## config.mk

```make
export PLATFORM = sky130hd
export DESIGN_NAME = multichannel_pulse_rate_meter_top
export DESIGN_NICKNAME = d
export VERILOG_FILES = /design/src/rtl/mprm_pkg.sv /design/src/rtl/multichannel_pulse_rate_meter_top.sv /design/src/rtl/mprm_ram.sv /design/src/rtl/mprm_divider.sv
export SDC_FILE = /design/constraint.sdc
export NUM_CORES = 2
export LEC_CHECK = 0
export BUFFER_PORTS_ARGS = -buffer_cell sky130_fd_sc_hd__buf_2
export CAP_MARGIN = 10
export CORE_MARGIN = 2
export CORE_UTILIZATION = 35
export DETAILED_ROUTE_END_ITERATION = 12
export PLACE_DENSITY = 0.59
export SLEW_MARGIN = 20
export SYNTH_ARGS = -nofsm -noshare
export SYNTH_HDL_FRONTEND = slang
export SYNTH_HIERARCHICAL = 1
export SYNTH_MEMORY_MAX_BITS = 65536
export SYNTH_SLANG_ARGS = --single-unit
```

## constraint.sdc

```tcl
create_clock -name clk -period 23.4 [get_ports clk]
set_input_delay 4.68 -clock clk [delete_from_list [all_inputs] [get_ports clk]]
set_output_delay 4.68 -clock clk [all_outputs]
set_load 0.02 [all_outputs]
```

## src/rtl/mprm_pkg.sv

```systemverilog
package mprm_pkg;

  localparam int CHANNELS   = 8;
  localparam int RING_DEPTH = 16;

  localparam int CH_W    = (CHANNELS > 1) ? $clog2(CHANNELS) : 1;
  localparam int PTR_W   = $clog2(RING_DEPTH);
  localparam int ADDR_W  = CH_W + PTR_W;
  localparam int ENTRIES = CHANNELS << PTR_W;

  localparam int STAMP_W = 32;
  localparam int NUM_W   = 16;
  localparam int LIMIT_W = 8;
  localparam int CNT_W   = $clog2(NUM_W);

  localparam int CFG_IDX_W  = 8;
  localparam int CFG_DATA_W = 16;

  localparam logic [CFG_IDX_W-1:0] REG_RATE_NUMERATOR = CFG_IDX_W'(0);
  localparam logic [CFG_IDX_W-1:0] REG_STALE_LIMIT    = CFG_IDX_W'(1);

  localparam logic CMD_PULSE = 1'b0;
  localparam logic CMD_TICK  = 1'b1;

  localparam logic [NUM_W-1:0]   RATE_NUMERATOR_RST = NUM_W'(15000);
  localparam logic [LIMIT_W-1:0] STALE_LIMIT_RST    = LIMIT_W'(20);

  typedef logic [PTR_W-1:0]   ptr_t;
  typedef logic [LIMIT_W-1:0] stale_t;

  typedef struct packed {
    logic               start;
    logic [NUM_W-1:0]   dividend;
    logic [STAMP_W-1:0] divisor;
  } div_req_t;

  typedef struct packed {
    logic             done;
    logic [NUM_W-1:0] quotient;
  } div_rsp_t;

endpackage

```

## src/rtl/multichannel_pulse_rate_meter_top.sv

```systemverilog
// Eight-channel pulse rate meter. A pulse transfer (tuser = 0) stores its
// timestamp in the channel's 16-entry ring and leaves the input ready. A tick
// transfer (tuser = 1) raises every staleness count below the limit and then
// reports one speed per channel, channel 0 first, tlast on the highest. For each
// channel, S_RD_OLD and S_RD_NEW read the single-port timestamp RAM, S_SPAN forms
// the span, the shared restoring divider runs 16 steps and raises a registered
// done flag, and S_OUT holds the registered speed through any output stall; the
// input is not ready until the last speed has been transferred. Stale or zero
// spans skip the divider. Timestamp entries never written read as zero.
module multichannel_pulse_rate_meter_top (
  input  logic        clk,
  input  logic        rst_n,
  input  logic        in_tvalid,
  output logic        in_tready,
  input  logic [39:0] in_tdata,   // channel [2:0], timestamp [34:3], zero fill
  input  logic        in_tuser,   // command
  output logic        out_tvalid,
  input  logic        out_tready,
  output logic [23:0] out_tdata,  // channel_out [2:0], speed [18:3], zero fill
  output logic        out_tlast,  // last
  input  logic        cfg_valid,
  output logic        cfg_ready,
  input  logic [7:0]  cfg_index,
  input  logic [15:0] cfg_data
);
  import mprm_pkg::*;

  typedef enum logic [2:0] {
    S_IDLE,
    S_TICK,
    S_RD_OLD,
    S_RD_NEW,
    S_SPAN,
    S_DIV,
    S_OUT
  } state_t;

  state_t               state_r;
  logic [NUM_W-1:0]     rate_num_r;
  stale_t               stale_limit_r;
  ptr_t                 ptr_r   [CHANNELS];
  stale_t               stale_r [CHANNELS];
  logic [ENTRIES-1:0]   vld_r;
  logic                 vld_rd_r;
  logic [CH_W-1:0]      ch_r;
  logic [STAMP_W-1:0]   oldest_r;
  logic                 out_valid_r;
  logic [2:0]           out_ch_r;
  logic [NUM_W-1:0]     out_speed_r;
  logic                 out_last_r;

  logic                 in_xfer;
  logic                 out_xfer;
  logic [2:0]           in_channel;
  logic [STAMP_W-1:0]   in_stamp;
  logic [CH_W-1:0]      in_ch;
  logic                 in_ch_ok;
  logic                 ram_we;
  logic [ADDR_W-1:0]    ram_addr;
  logic [STAMP_W-1:0]   ram_rdata;
  logic [STAMP_W-1:0]   rd_stamp;
  ptr_t                 newest_slot;
  logic [STAMP_W-1:0]   span;
  logic                 stale_now;
  div_req_t             div_req;
  div_rsp_t             div_rsp;

  assign in_tready  = (state_r == S_IDLE);
  assign cfg_ready  = 1'b1;
  assign in_xfer    = in_tvalid && in_tready;
  assign out_xfer   = out_valid_r && out_tready;
  assign in_channel = in_tdata[2:0];
  assign in_stamp   = in_tdata[34:3];
  assign in_ch      = CH_W'(in_channel);
  assign in_ch_ok   = 32'(in_channel) < 32'(CHANNELS);

  assign out_tvalid = out_valid_r;
  assign out_tdata  = {5'b0, out_speed_r, out_ch_r};
  assign out_tlast  = out_last_r;

  always_comb begin
    newest_slot = (ptr_r[ch_r] == '0) ? PTR_W'(RING_DEPTH - 1) : ptr_r[ch_r] - PTR_W'(1);
    rd_stamp    = vld_rd_r ? ram_rdata : '0;
    span        = rd_stamp - oldest_r;
    stale_now   = stale_r[ch_r] >= stale_limit_r;
    ram_we      = in_xfer && (in_tuser == CMD_PULSE) && in_ch_ok;
    if (state_r == S_IDLE) begin
      ram_addr = {in_ch, ptr_r[in_ch]};
    end else if (state_r == S_RD_NEW) begin
      ram_addr = {ch_r, newest_slot};
    end else begin
      ram_addr = {ch_r, ptr_r[ch_r]};
    end
    div_req.start    = (state_r == S_SPAN) && !stale_now && (span != '0);
    div_req.dividend = rate_num_r;
    div_req.divisor  = span;
  end

  mprm_ram #(
    .WIDTH (STAMP_W),
    .DEPTH (ENTRIES)
  ) u_times (
    .clk   (clk),
    .we    (ram_we),
    .addr  (ram_addr),
    .wdata (in_stamp),
    .rdata (ram_rdata)
  );

  mprm_divider u_div (
    .clk   (clk),
    .rst_n (rst_n),
    .req   (div_req),
    .rsp   (div_rsp)
  );

  always_ff @(posedge clk) begin
    if (!rst_n) begin
      state_r       <= S_IDLE;
      rate_num_r    <= RATE_NUMERATOR_RST;
      stale_limit_r <= STALE_LIMIT_RST;
      for (int i = 0; i < CHANNELS; i++) begin
        ptr_r[i]   <= '0;
        stale_r[i] <= '0;
      end
      vld_r       <= '0;
      vld_rd_r    <= 1'b0;
      ch_r        <= '0;
      oldest_r    <= '0;
      out_valid_r <= 1'b0;
      out_ch_r    <= '0;
      out_speed_r <= '0;
      out_last_r  <= 1'b0;
    end else begin
      vld_rd_r <= vld_r[ram_addr];

      if (cfg_valid && cfg_ready) begin
        if (cfg_index == REG_RATE_NUMERATOR) begin
          rate_num_r <= cfg_data;
        end else if (cfg_index == REG_STALE_LIMIT) begin
          stale_limit_r <= cfg_data[LIMIT_W-1:0];
        end
      end

      if (out_xfer) begin
        out_valid_r <= 1'b0;
      end

      unique case (state_r)
        S_IDLE: begin
          if (in_xfer) begin
            if (in_tuser == CMD_TICK) begin
              state_r <= S_TICK;
            end else if (in_ch_ok) begin
              vld_r[ram_addr] <= 1'b1;
              ptr_r[in_ch]    <= (ptr_r[in_ch] == PTR_W'(RING_DEPTH - 1)) ?
                                 '0 : ptr_r[in_ch] + PTR_W'(1);
              stale_r[in_ch]  <= '0;
            end
          end
        end
        S_TICK: begin
          for (int i = 0; i < CHANNELS; i++) begin
            if (stale_r[i] < stale_limit_r) begin
              stale_r[i] <= stale_r[i] + LIMIT_W'(1);
            end
          end
          ch_r    <= '0;
          state_r <= S_RD_OLD;
        end
        S_RD_OLD: begin
          state_r <= S_RD_NEW;
        end
        S_RD_NEW: begin
          oldest_r <= rd_stamp;
          state_r  <= S_SPAN;
        end
        S_SPAN: begin
          out_ch_r   <= 3'(ch_r);
          out_last_r <= (32'(ch_r) == 32'(CHANNELS - 1));
          if (div_req.start) begin
            state_r <= S_DIV;
          end else begin
            out_speed_r <= '0;
            out_valid_r <= 1'b1;
            state_r     <= S_OUT;
          end
        end
        S_DIV: begin
          if (div_rsp.done) begin
            out_speed_r <= div_rsp.quotient;
            out_valid_r <= 1'b1;
            state_r     <= S_OUT;
          end
        end
        S_OUT: begin
          // hold until the speed is transferred
          if (out_xfer) begin
            if (out_last_r) begin
              state_r <= S_IDLE;
            end else begin
              ch_r    <= ch_r + CH_W'(1);
              state_r <= S_RD_OLD;
            end
          end
        end
        default: state_r <= S_IDLE;
      endcase
    end
  end

endmodule

```

## src/rtl/mprm_ram.sv

```systemverilog
module mprm_ram #(
  parameter int WIDTH = 32,
  parameter int DEPTH = 128
) (
  input  logic                     clk,
  input  logic                     we,
  input  logic [$clog2(DEPTH)-1:0] addr,
  input  logic [WIDTH-1:0]         wdata,
  output logic [WIDTH-1:0]         rdata
);

  logic [WIDTH-1:0] mem [DEPTH];

  always_ff @(posedge clk) begin
    if (we) begin
      mem[addr] <= wdata;
    end
    rdata <= mem[addr];
  end

endmodule

```

## src/rtl/mprm_divider.sv

```systemverilog
module mprm_divider (
  input  logic              clk,
  input  logic              rst_n,
  input  mprm_pkg::div_req_t req,
  output mprm_pkg::div_rsp_t rsp
);
  import mprm_pkg::*;

  logic                 busy_r;
  logic                 done_r;
  logic [CNT_W-1:0]     cnt_r;
  logic [NUM_W-1:0]     rem_r;
  logic [NUM_W-1:0]     quo_r;
  logic [STAMP_W-1:0]   dsr_r;
  logic [NUM_W:0]       rem_shift;
  logic                 fits;

  // partial remainder never exceeds a prefix of the 16-bit dividend
  always_comb begin
    rem_shift = {rem_r, quo_r[NUM_W-1]};
    fits      = STAMP_W'(rem_shift) >= dsr_r;
  end

  always_ff @(posedge clk) begin
    if (!rst_n) begin
      busy_r <= 1'b0;
      done_r <= 1'b0;
      cnt_r  <= '0;
      rem_r  <= '0;
      quo_r  <= '0;
      dsr_r  <= '0;
    end else begin
      done_r <= 1'b0;
      if (req.start) begin
        busy_r <= 1'b1;
        cnt_r  <= '0;
        rem_r  <= '0;
        quo_r  <= req.dividend;
        dsr_r  <= req.divisor;
      end else if (busy_r) begin
        if (fits) begin
          rem_r <= NUM_W'(STAMP_W'(rem_shift) - dsr_r);
          quo_r <= {quo_r[NUM_W-2:0], 1'b1};
        end else begin
          rem_r <= rem_shift[NUM_W-1:0];
          quo_r <= {quo_r[NUM_W-2:0], 1'b0};
        end
        cnt_r <= cnt_r + CNT_W'(1);
        if (cnt_r == CNT_W'(NUM_W - 1)) begin
          busy_r <= 1'b0;
          done_r <= 1'b1;
        end
      end
    end
  end

  assign rsp.done     = done_r;
  assign rsp.quotient = quo_r;

endmodule

```

After elaboration in Yosys (flattened, before gate mapping)
Memory sizes are Yosys's and may differ from the RTL's. A register that Yosys moved wholly into a read port is not among the register bits.
Cells that the tools add are included.
{"block": "classes", "eq_ne": 16, "n_lt_le_gt_ge": 12, "n_mux": 92, "n_reduce_logical": 24, "addsub": 14, "bitwise": 13}
{"operator": "$or A128 B128 Y128", "count": 1}
{"operator": "$mux W16", "count": 5}
{"operator": "$mux W8", "count": 9}
{"operator": "$add A8 B1 Y8 const B", "count": 8}
{"operator": "$lt A8 B8 Y1", "count": 8}
{"operator": "$mux W1", "count": 52}
{"operator": "$mux W3", "count": 12}
{"operator": "$ge A17 B32 Y1", "count": 1}
{"operator": "$mux W32", "count": 1}
{"operator": "$pmux W16 S2", "count": 1}
{"operator": "$reduce_bool A32 Y1", "count": 1}
{"operator": "$sub A32 B32 Y32", "count": 1}
{"operator": "$pmux W3 S7", "count": 1}
{"operator": "$mux W4", "count": 4}
{"operator": "$sub A16 B16 Y16", "count": 1}
{"operator": "$eq A3 B3 Y1 const B", "count": 4}
{"operator": "$reduce_and A3 Y1", "count": 4}
{"operator": "$add A4 B1 Y4 const B", "count": 2}
{"operator": "$eq A4 B4 Y1 const B", "count": 2}
{"operator": "$eq A8 B1 Y1 const B", "count": 1}
{"operator": "$ge A8 B8 Y1", "count": 1}
{"operator": "$logic_not A8 Y1", "count": 1}
{"operator": "$lt A7 B8 Y1 const B", "count": 1}
{"operator": "$or A1 B1 Y1", "count": 8}
{"operator": "25 further kinds", "count": 41}
{"block": "word_totals", "register_bits": 282, "mem_count": 3, "mem_bits_rw": 4192, "out_inout_bits": 28}
{"name": "u_times.mem", "depth": 128, "word_bits": 32, "read_ports": 1, "rd_clocked_by_memory_dff": 1, "write_ports": 1, "line": "mprm_ram.sv:12", "text": "logic [WIDTH-1:0] mem [DEPTH];"}
{"name": "stale_r", "depth": 8, "word_bits": 8, "read_ports": 9, "rd_clocked_by_memory_dff": 1, "write_ports": 8, "line": "multichannel_pulse_rate_meter_top.sv:42", "text": "stale_t stale_r [CHANNELS];"}
{"name": "ptr_r", "depth": 8, "word_bits": 4, "read_ports": 2, "rd_clocked_by_memory_dff": 1, "write_ports": 8, "line": "multichannel_pulse_rate_meter_top.sv:41", "text": "ptr_t ptr_r [CHANNELS];"}

Longest topological paths before layout
{"block": "logic_depth", "word_depth": 9, "depth_mapped": 26, "depth_no_buf": 19}

Modules after synthesis
The synthesis kept the hierarchy.
{"module": "mprm_ram", "n_inst": 1, "area_per_inst_um2": 157257.1, "cells_each": 8954, "seq_area_each_um2": 123638.6}
{"module": "multichannel_pulse_rate_meter_top", "n_inst": 1, "area_per_inst_um2": 17778.3, "cells_each": 2125, "seq_area_each_um2": 6546.3}
{"module": "mprm_divider", "n_inst": 1, "area_per_inst_um2": 3903.7, "cells_each": 431, "seq_area_each_um2": 1401.3}

Worst setup path before layout
Ideal clock, no wire load.
{"block": "synth_timing", "path_kind": "input to register", "start": "in in_tdata[2]", "end": "mem u_times.mem[72][0] (enable)", "path_stages": 17, "arrival_time_ps": 11150, "setup_ps": 502, "t_required_ps": 22898, "slack_ps": 11748, "path_buffers": 10, "path_cell_list": "clkbuf_1 -> buf_2 -> mux4_2 -> mux2_2 -> nand2_1 -> nand3b_1 -> nor2_2 -> inv_2 -> clkbuf_1 -> buf_4 -> buf_4 -> buf_2 -> buf_4 -> buf_2 -> buf_2 -> buf_2 -> nor4_1"}
{"block": "synth_between", "elab_chain_len": 2}
{"item": "start: declaration", "line": "multichannel_pulse_rate_meter_top.sv:15", "text": "input logic [39:0] in_tdata,"}
{"item": "$mem_v2 Z8 W4"}
{"item": "$mux W7", "line": "multichannel_pulse_rate_meter_top.sv:87", "text": "if (state_r == S_IDLE) begin"}
{"item": "named net ram_addr[0]", "line": "multichannel_pulse_rate_meter_top.sv:59", "text": "logic [ADDR_W-1:0] ram_addr;"}
{"item": "end: declaration", "line": "mprm_ram.sv:12"}
The timed path passes the listed nets, and every way through them passes these cells.

Worst setup path in the final report
{"block": "layout_timing", "start": "in in_tdata[1]", "end": "reg u_times.rdata[0], read port of u_times.mem"}
{"block": "layout_between", "elab_chain_len": 2}
{"item": "$mem_v2 Z8 W4"}
{"item": "$mux W7 *", "line": "multichannel_pulse_rate_meter_top.sv:87"}
{"item": "end: declaration", "line": "mprm_ram.sv:9", "text": "output logic [WIDTH-1:0] rdata"}
Every way passes the cells marked *; elsewhere a longest branch is shown, timed or not.
A chain may end at the register's enable or synchronous reset.

==> reports/results.ini <==
[outcome]
status = complete, no violations

[die]
dieArea_um2 = 517000
die_height_um = 719
die_w_um = 719
start_util_pct = 35.1
core_area_um2 = 509000
io_pins = 98
rows = 262

[power_and_ir_drop]
p_leak_nw = 63.8
p_clk_share_pct = 27.8
swShare_pct = 39.0
switchingPower_mw = 9.69
peakVddDrop_mv = 0.106
p_total_mw = 24.9
power_frac_comb_pct = 36.0
internal_power_mw = 15.2
p_per_area_nw_per_um2 = 123
seq_power_share_pct = 36.2

[clock_network]
insertion_delay_ns = 1.09
cts_buffers = 440
hold_buffers = 0
cts_max_path_buffers = 4
cts_tree = yes
cts_resized = 0
clk_pin_slew_ns = 0.06
post_cts_buffers = 0
htreeDepth = 5
cts_sinks = 4509
root_buffer = clkbuf_16

[synthesis]
synth_area_per_cell_um2 = 15.5
synthCells = 11510
yosys.area.top_type = edfxtp_1
synth_cell_types = 108
ys_warn_count = 6
synth_edf_count = 4128
synthTopCellsByArea = edfxtp_1 (69%), dfxtp_1 (4.3%), a221oi_1 (4.2%)
synth.top_cell.area_share_pct = 69.3
yosysSeqAreaShare_pct = 73.5
async_flop_share_pct = 0
synth-seq-cells = 4509
synthFlopType = edfxtp_1
synth_area_um2 = 179000

[timing]
rsz0062_at_grt = no
tns_ns = 0
slew_viol_final = 0
min_period_ns = 11.95
max_slew.worst_pin.slew_ns = 1.44
max-slew-margin-rel_pct = 3.74
period_share_pct = 51.1
setup_viol_count_final = 0
hold_viol_final = 0
max_clock_freq_ghz = 0.0837
fin_worst_skew_ns = 0.162

[worst_setup_path]
critPathRequiredTime_ns = 24.22
end_kind = flip-flop
worstSetupPathType = in -> reg
critPathLaunchType = input pin
crit_arrival_ns = 12.77
crit_start = in_tdata[1]
critical_path.max_fanout = 91

[route]
drt_iter0_drc = 16280
via_count = 114129
drt_first_pass_iters = 6
ant_nets = 0
routedWlPerCell_um = 32.9
drc_errors = 0
wl_um = 618000
routed_via_density = 6.07

[global_routing]
grt_usage_pct = 23.0
antenna_found_initial = 74
grt_max_degree = 103
grt_pass1_vias = 106937
grt_pass1_wl_um = 854000
grt_overflow = 0

[layout]
instances_no_fill = 18788
nNetsFinal = 11834
layout-drive-gt1-share_pct = 14.9
fin_util_pct = 39.9
final_area_um2 = 203000
area_delta_synth_final_pct = 13.4

[placed_design]
place_area_um2 = 189000
portBuffers = 86
dp.cells = 17921
dp_hpwl_um = 367000
globalplace.congestion = 0.898

[hold_path]
hold_class = reg -> reg
min-delay-start = u_div/quo_r[0]

[job]
cap_violations = 0

## registers in the layout (all words and copies together), names as in the netlist, 32 cells and up, named ones only
| register | flops |
|---|---|
| u_times/mem | 4096 |
| stale_r | 64 |
| ptr_r | 32 |
| oldest_r | 32 |
| u_times/rdata | 32 |
| u_div/dsr_r | 32 |
| vld_r | 128 |
## worst max-delay path, cell delays in order
cell      delay [ns]
buf_2           0.34
mux4_2          0.56
mux2_2          0.32
or4_1           0.46
nand3_4         0.53
inv_8           0.31
buf_4           0.41
buf_12          0.30
and2_4          0.45
buf_4           0.38
buf_4           0.33
buf_4           0.42
a221oi_1        0.32
o22ai_1         0.12
a22oi_1         0.70
nand4_1         0.91
or4_1           0.88
## area by class of cell
class	instances	area, um^2
Sequential cell	4509	132000
Antenna cell	51	128
Clock inverter	265	2200
Clock buffer	549	11600
Multi-Input combinational cell	6042	44500
Inverter	104	443
Fill cell	46207	306000
Timing Repair Buffer	536	4090
Tap cell	6732	8420
## cell families (layout without fill, tap and decap cells)
logic type | Yosys count | count (layout) | synth area share [%]
buffers and inverters | 963 | 1454 | 2.31
multiplexers | 677 | 677 | 4.65
XOR/XNOR | 80 | 80 | 0.392
flip-flops | 4509 | 4509 | 73.5
AO/OA/AOI/OAI | 3212 | 3212 | 13.2
AND/OR/NAND/NOR | 1936 | 1936 | 5.02
adder cells (fa/ha/maj) | 131 | 131 | 0.924
other | 2 | 57 | 0.00420
## worst paths after layout
path                           end  slack, ns  depth (start not counted)
setup / recovery  u_times/rdata[0]      11.45                         17
hold / removal      out_speed_r[0]       0.45                          2
setup reg to reg  u_times/rdata[0]      13.99                         20
hold reg to reg     out_speed_r[0]       0.45                          2
## placed cells by master (no fill, tap or decap), drive strengths merged, types with 27 or more instances in the layout
cell | synthesis | routed
clkinv | 1 | 227
o211ai | 28 | 28
a31oi | 39 | 39
nor2b | 150 | 150
a221o | 66 | 66
o221ai | 55 | 55
and3 | 27 | 27
a221oi | 849 | 849
nor2 | 779 | 779
xor2 | 46 | 46
ha | 129 | 129
clkbuf | 411 | 550
inv | 103 | 113
a22o | 45 | 45
buf | 448 | 535
o22ai | 181 | 181
xnor2 | 34 | 34
nand4 | 41 | 41
mux4 | 94 | 94
mux2 | 301 | 301
nand3b | 37 | 37
a222oi | 44 | 44
a22oi | 474 | 474
and2 | 60 | 60
o21a | 45 | 45
nor3 | 77 | 77
nand2 | 499 | 499
dfxtp | 381 | 381
diode | 0 | 51
o21ai | 386 | 386
mux2i | 282 | 282
a21o | 80 | 80
a211oi | 75 | 75
o22a | 34 | 34
a21oi | 554 | 554
edfxtp | 4128 | 4128
nand3 | 79 | 79
nand2b | 45 | 45
## through the flow
step	hold WS [ns]	setup slack, ns
2_1_floorplan	0.433	11.75
3_3_place_gp	0.444	10.80
3_5_place_dp	0.447	10.72
4_1_cts	0.454	11.76
5_1_grt	0.469	11.48
6_report	0.449	11.45
## power groups by stage
stage / logic [mW] / registers (mW) / clock network [mW]
2_1_floorplan: 4.82 / 9.09 / 0
3_3_place_gp: 8.65 / 9.16 / 0
6_report: 8.95 / 9.00 / 6.92
5_1_grt: 9.19 / 9.00 / 7.27
3_5_place_dp: 8.67 / 9.16 / 0
4_1_cts: 8.70 / 8.99 / 6.98
## Yosys cell counts, drive strengths merged, types with 18 or more instances
cell     count
edfxtp    4128
a221oi     849
nor2       779
a21oi      554
nand2      499
a22oi      474
buf        448
clkbuf     411
o21ai      386
dfxtp      381
mux2       301
mux2i      282
o22ai      181
nor2b      150
ha         129
inv        103
mux4        94
a21o        80
nand3       79
nor3        77
a211oi      75
a221o       66
and2        60
o221ai      55
xor2        46
a22o        45
nand2b      45
o21a        45
a222oi      44
nand4       41
a31oi       39
nand3b      37
o22a        34
xnor2       34
o211ai      28
and3        27
o211a       26
o2bb2ai     26
a211o       24
o2111ai     24
nor4        21
or3         21
or2         19
or4         18
## metal layers
| metal | track usage, % | vias up | wire length, um |
|---|---|---|---|
| met3 | 5.67 | 1259 | 70600 |
| met4 | 12.0 | 40 | 37500 |
| met5 | 0 | - | 277 |
| met2 | 34.8 | 6870 | 272000 |
| met1 | 30.6 | 59158 | 238000 |
| li1 | - | 46802 | - |
(Power assumes the default switching activity.)
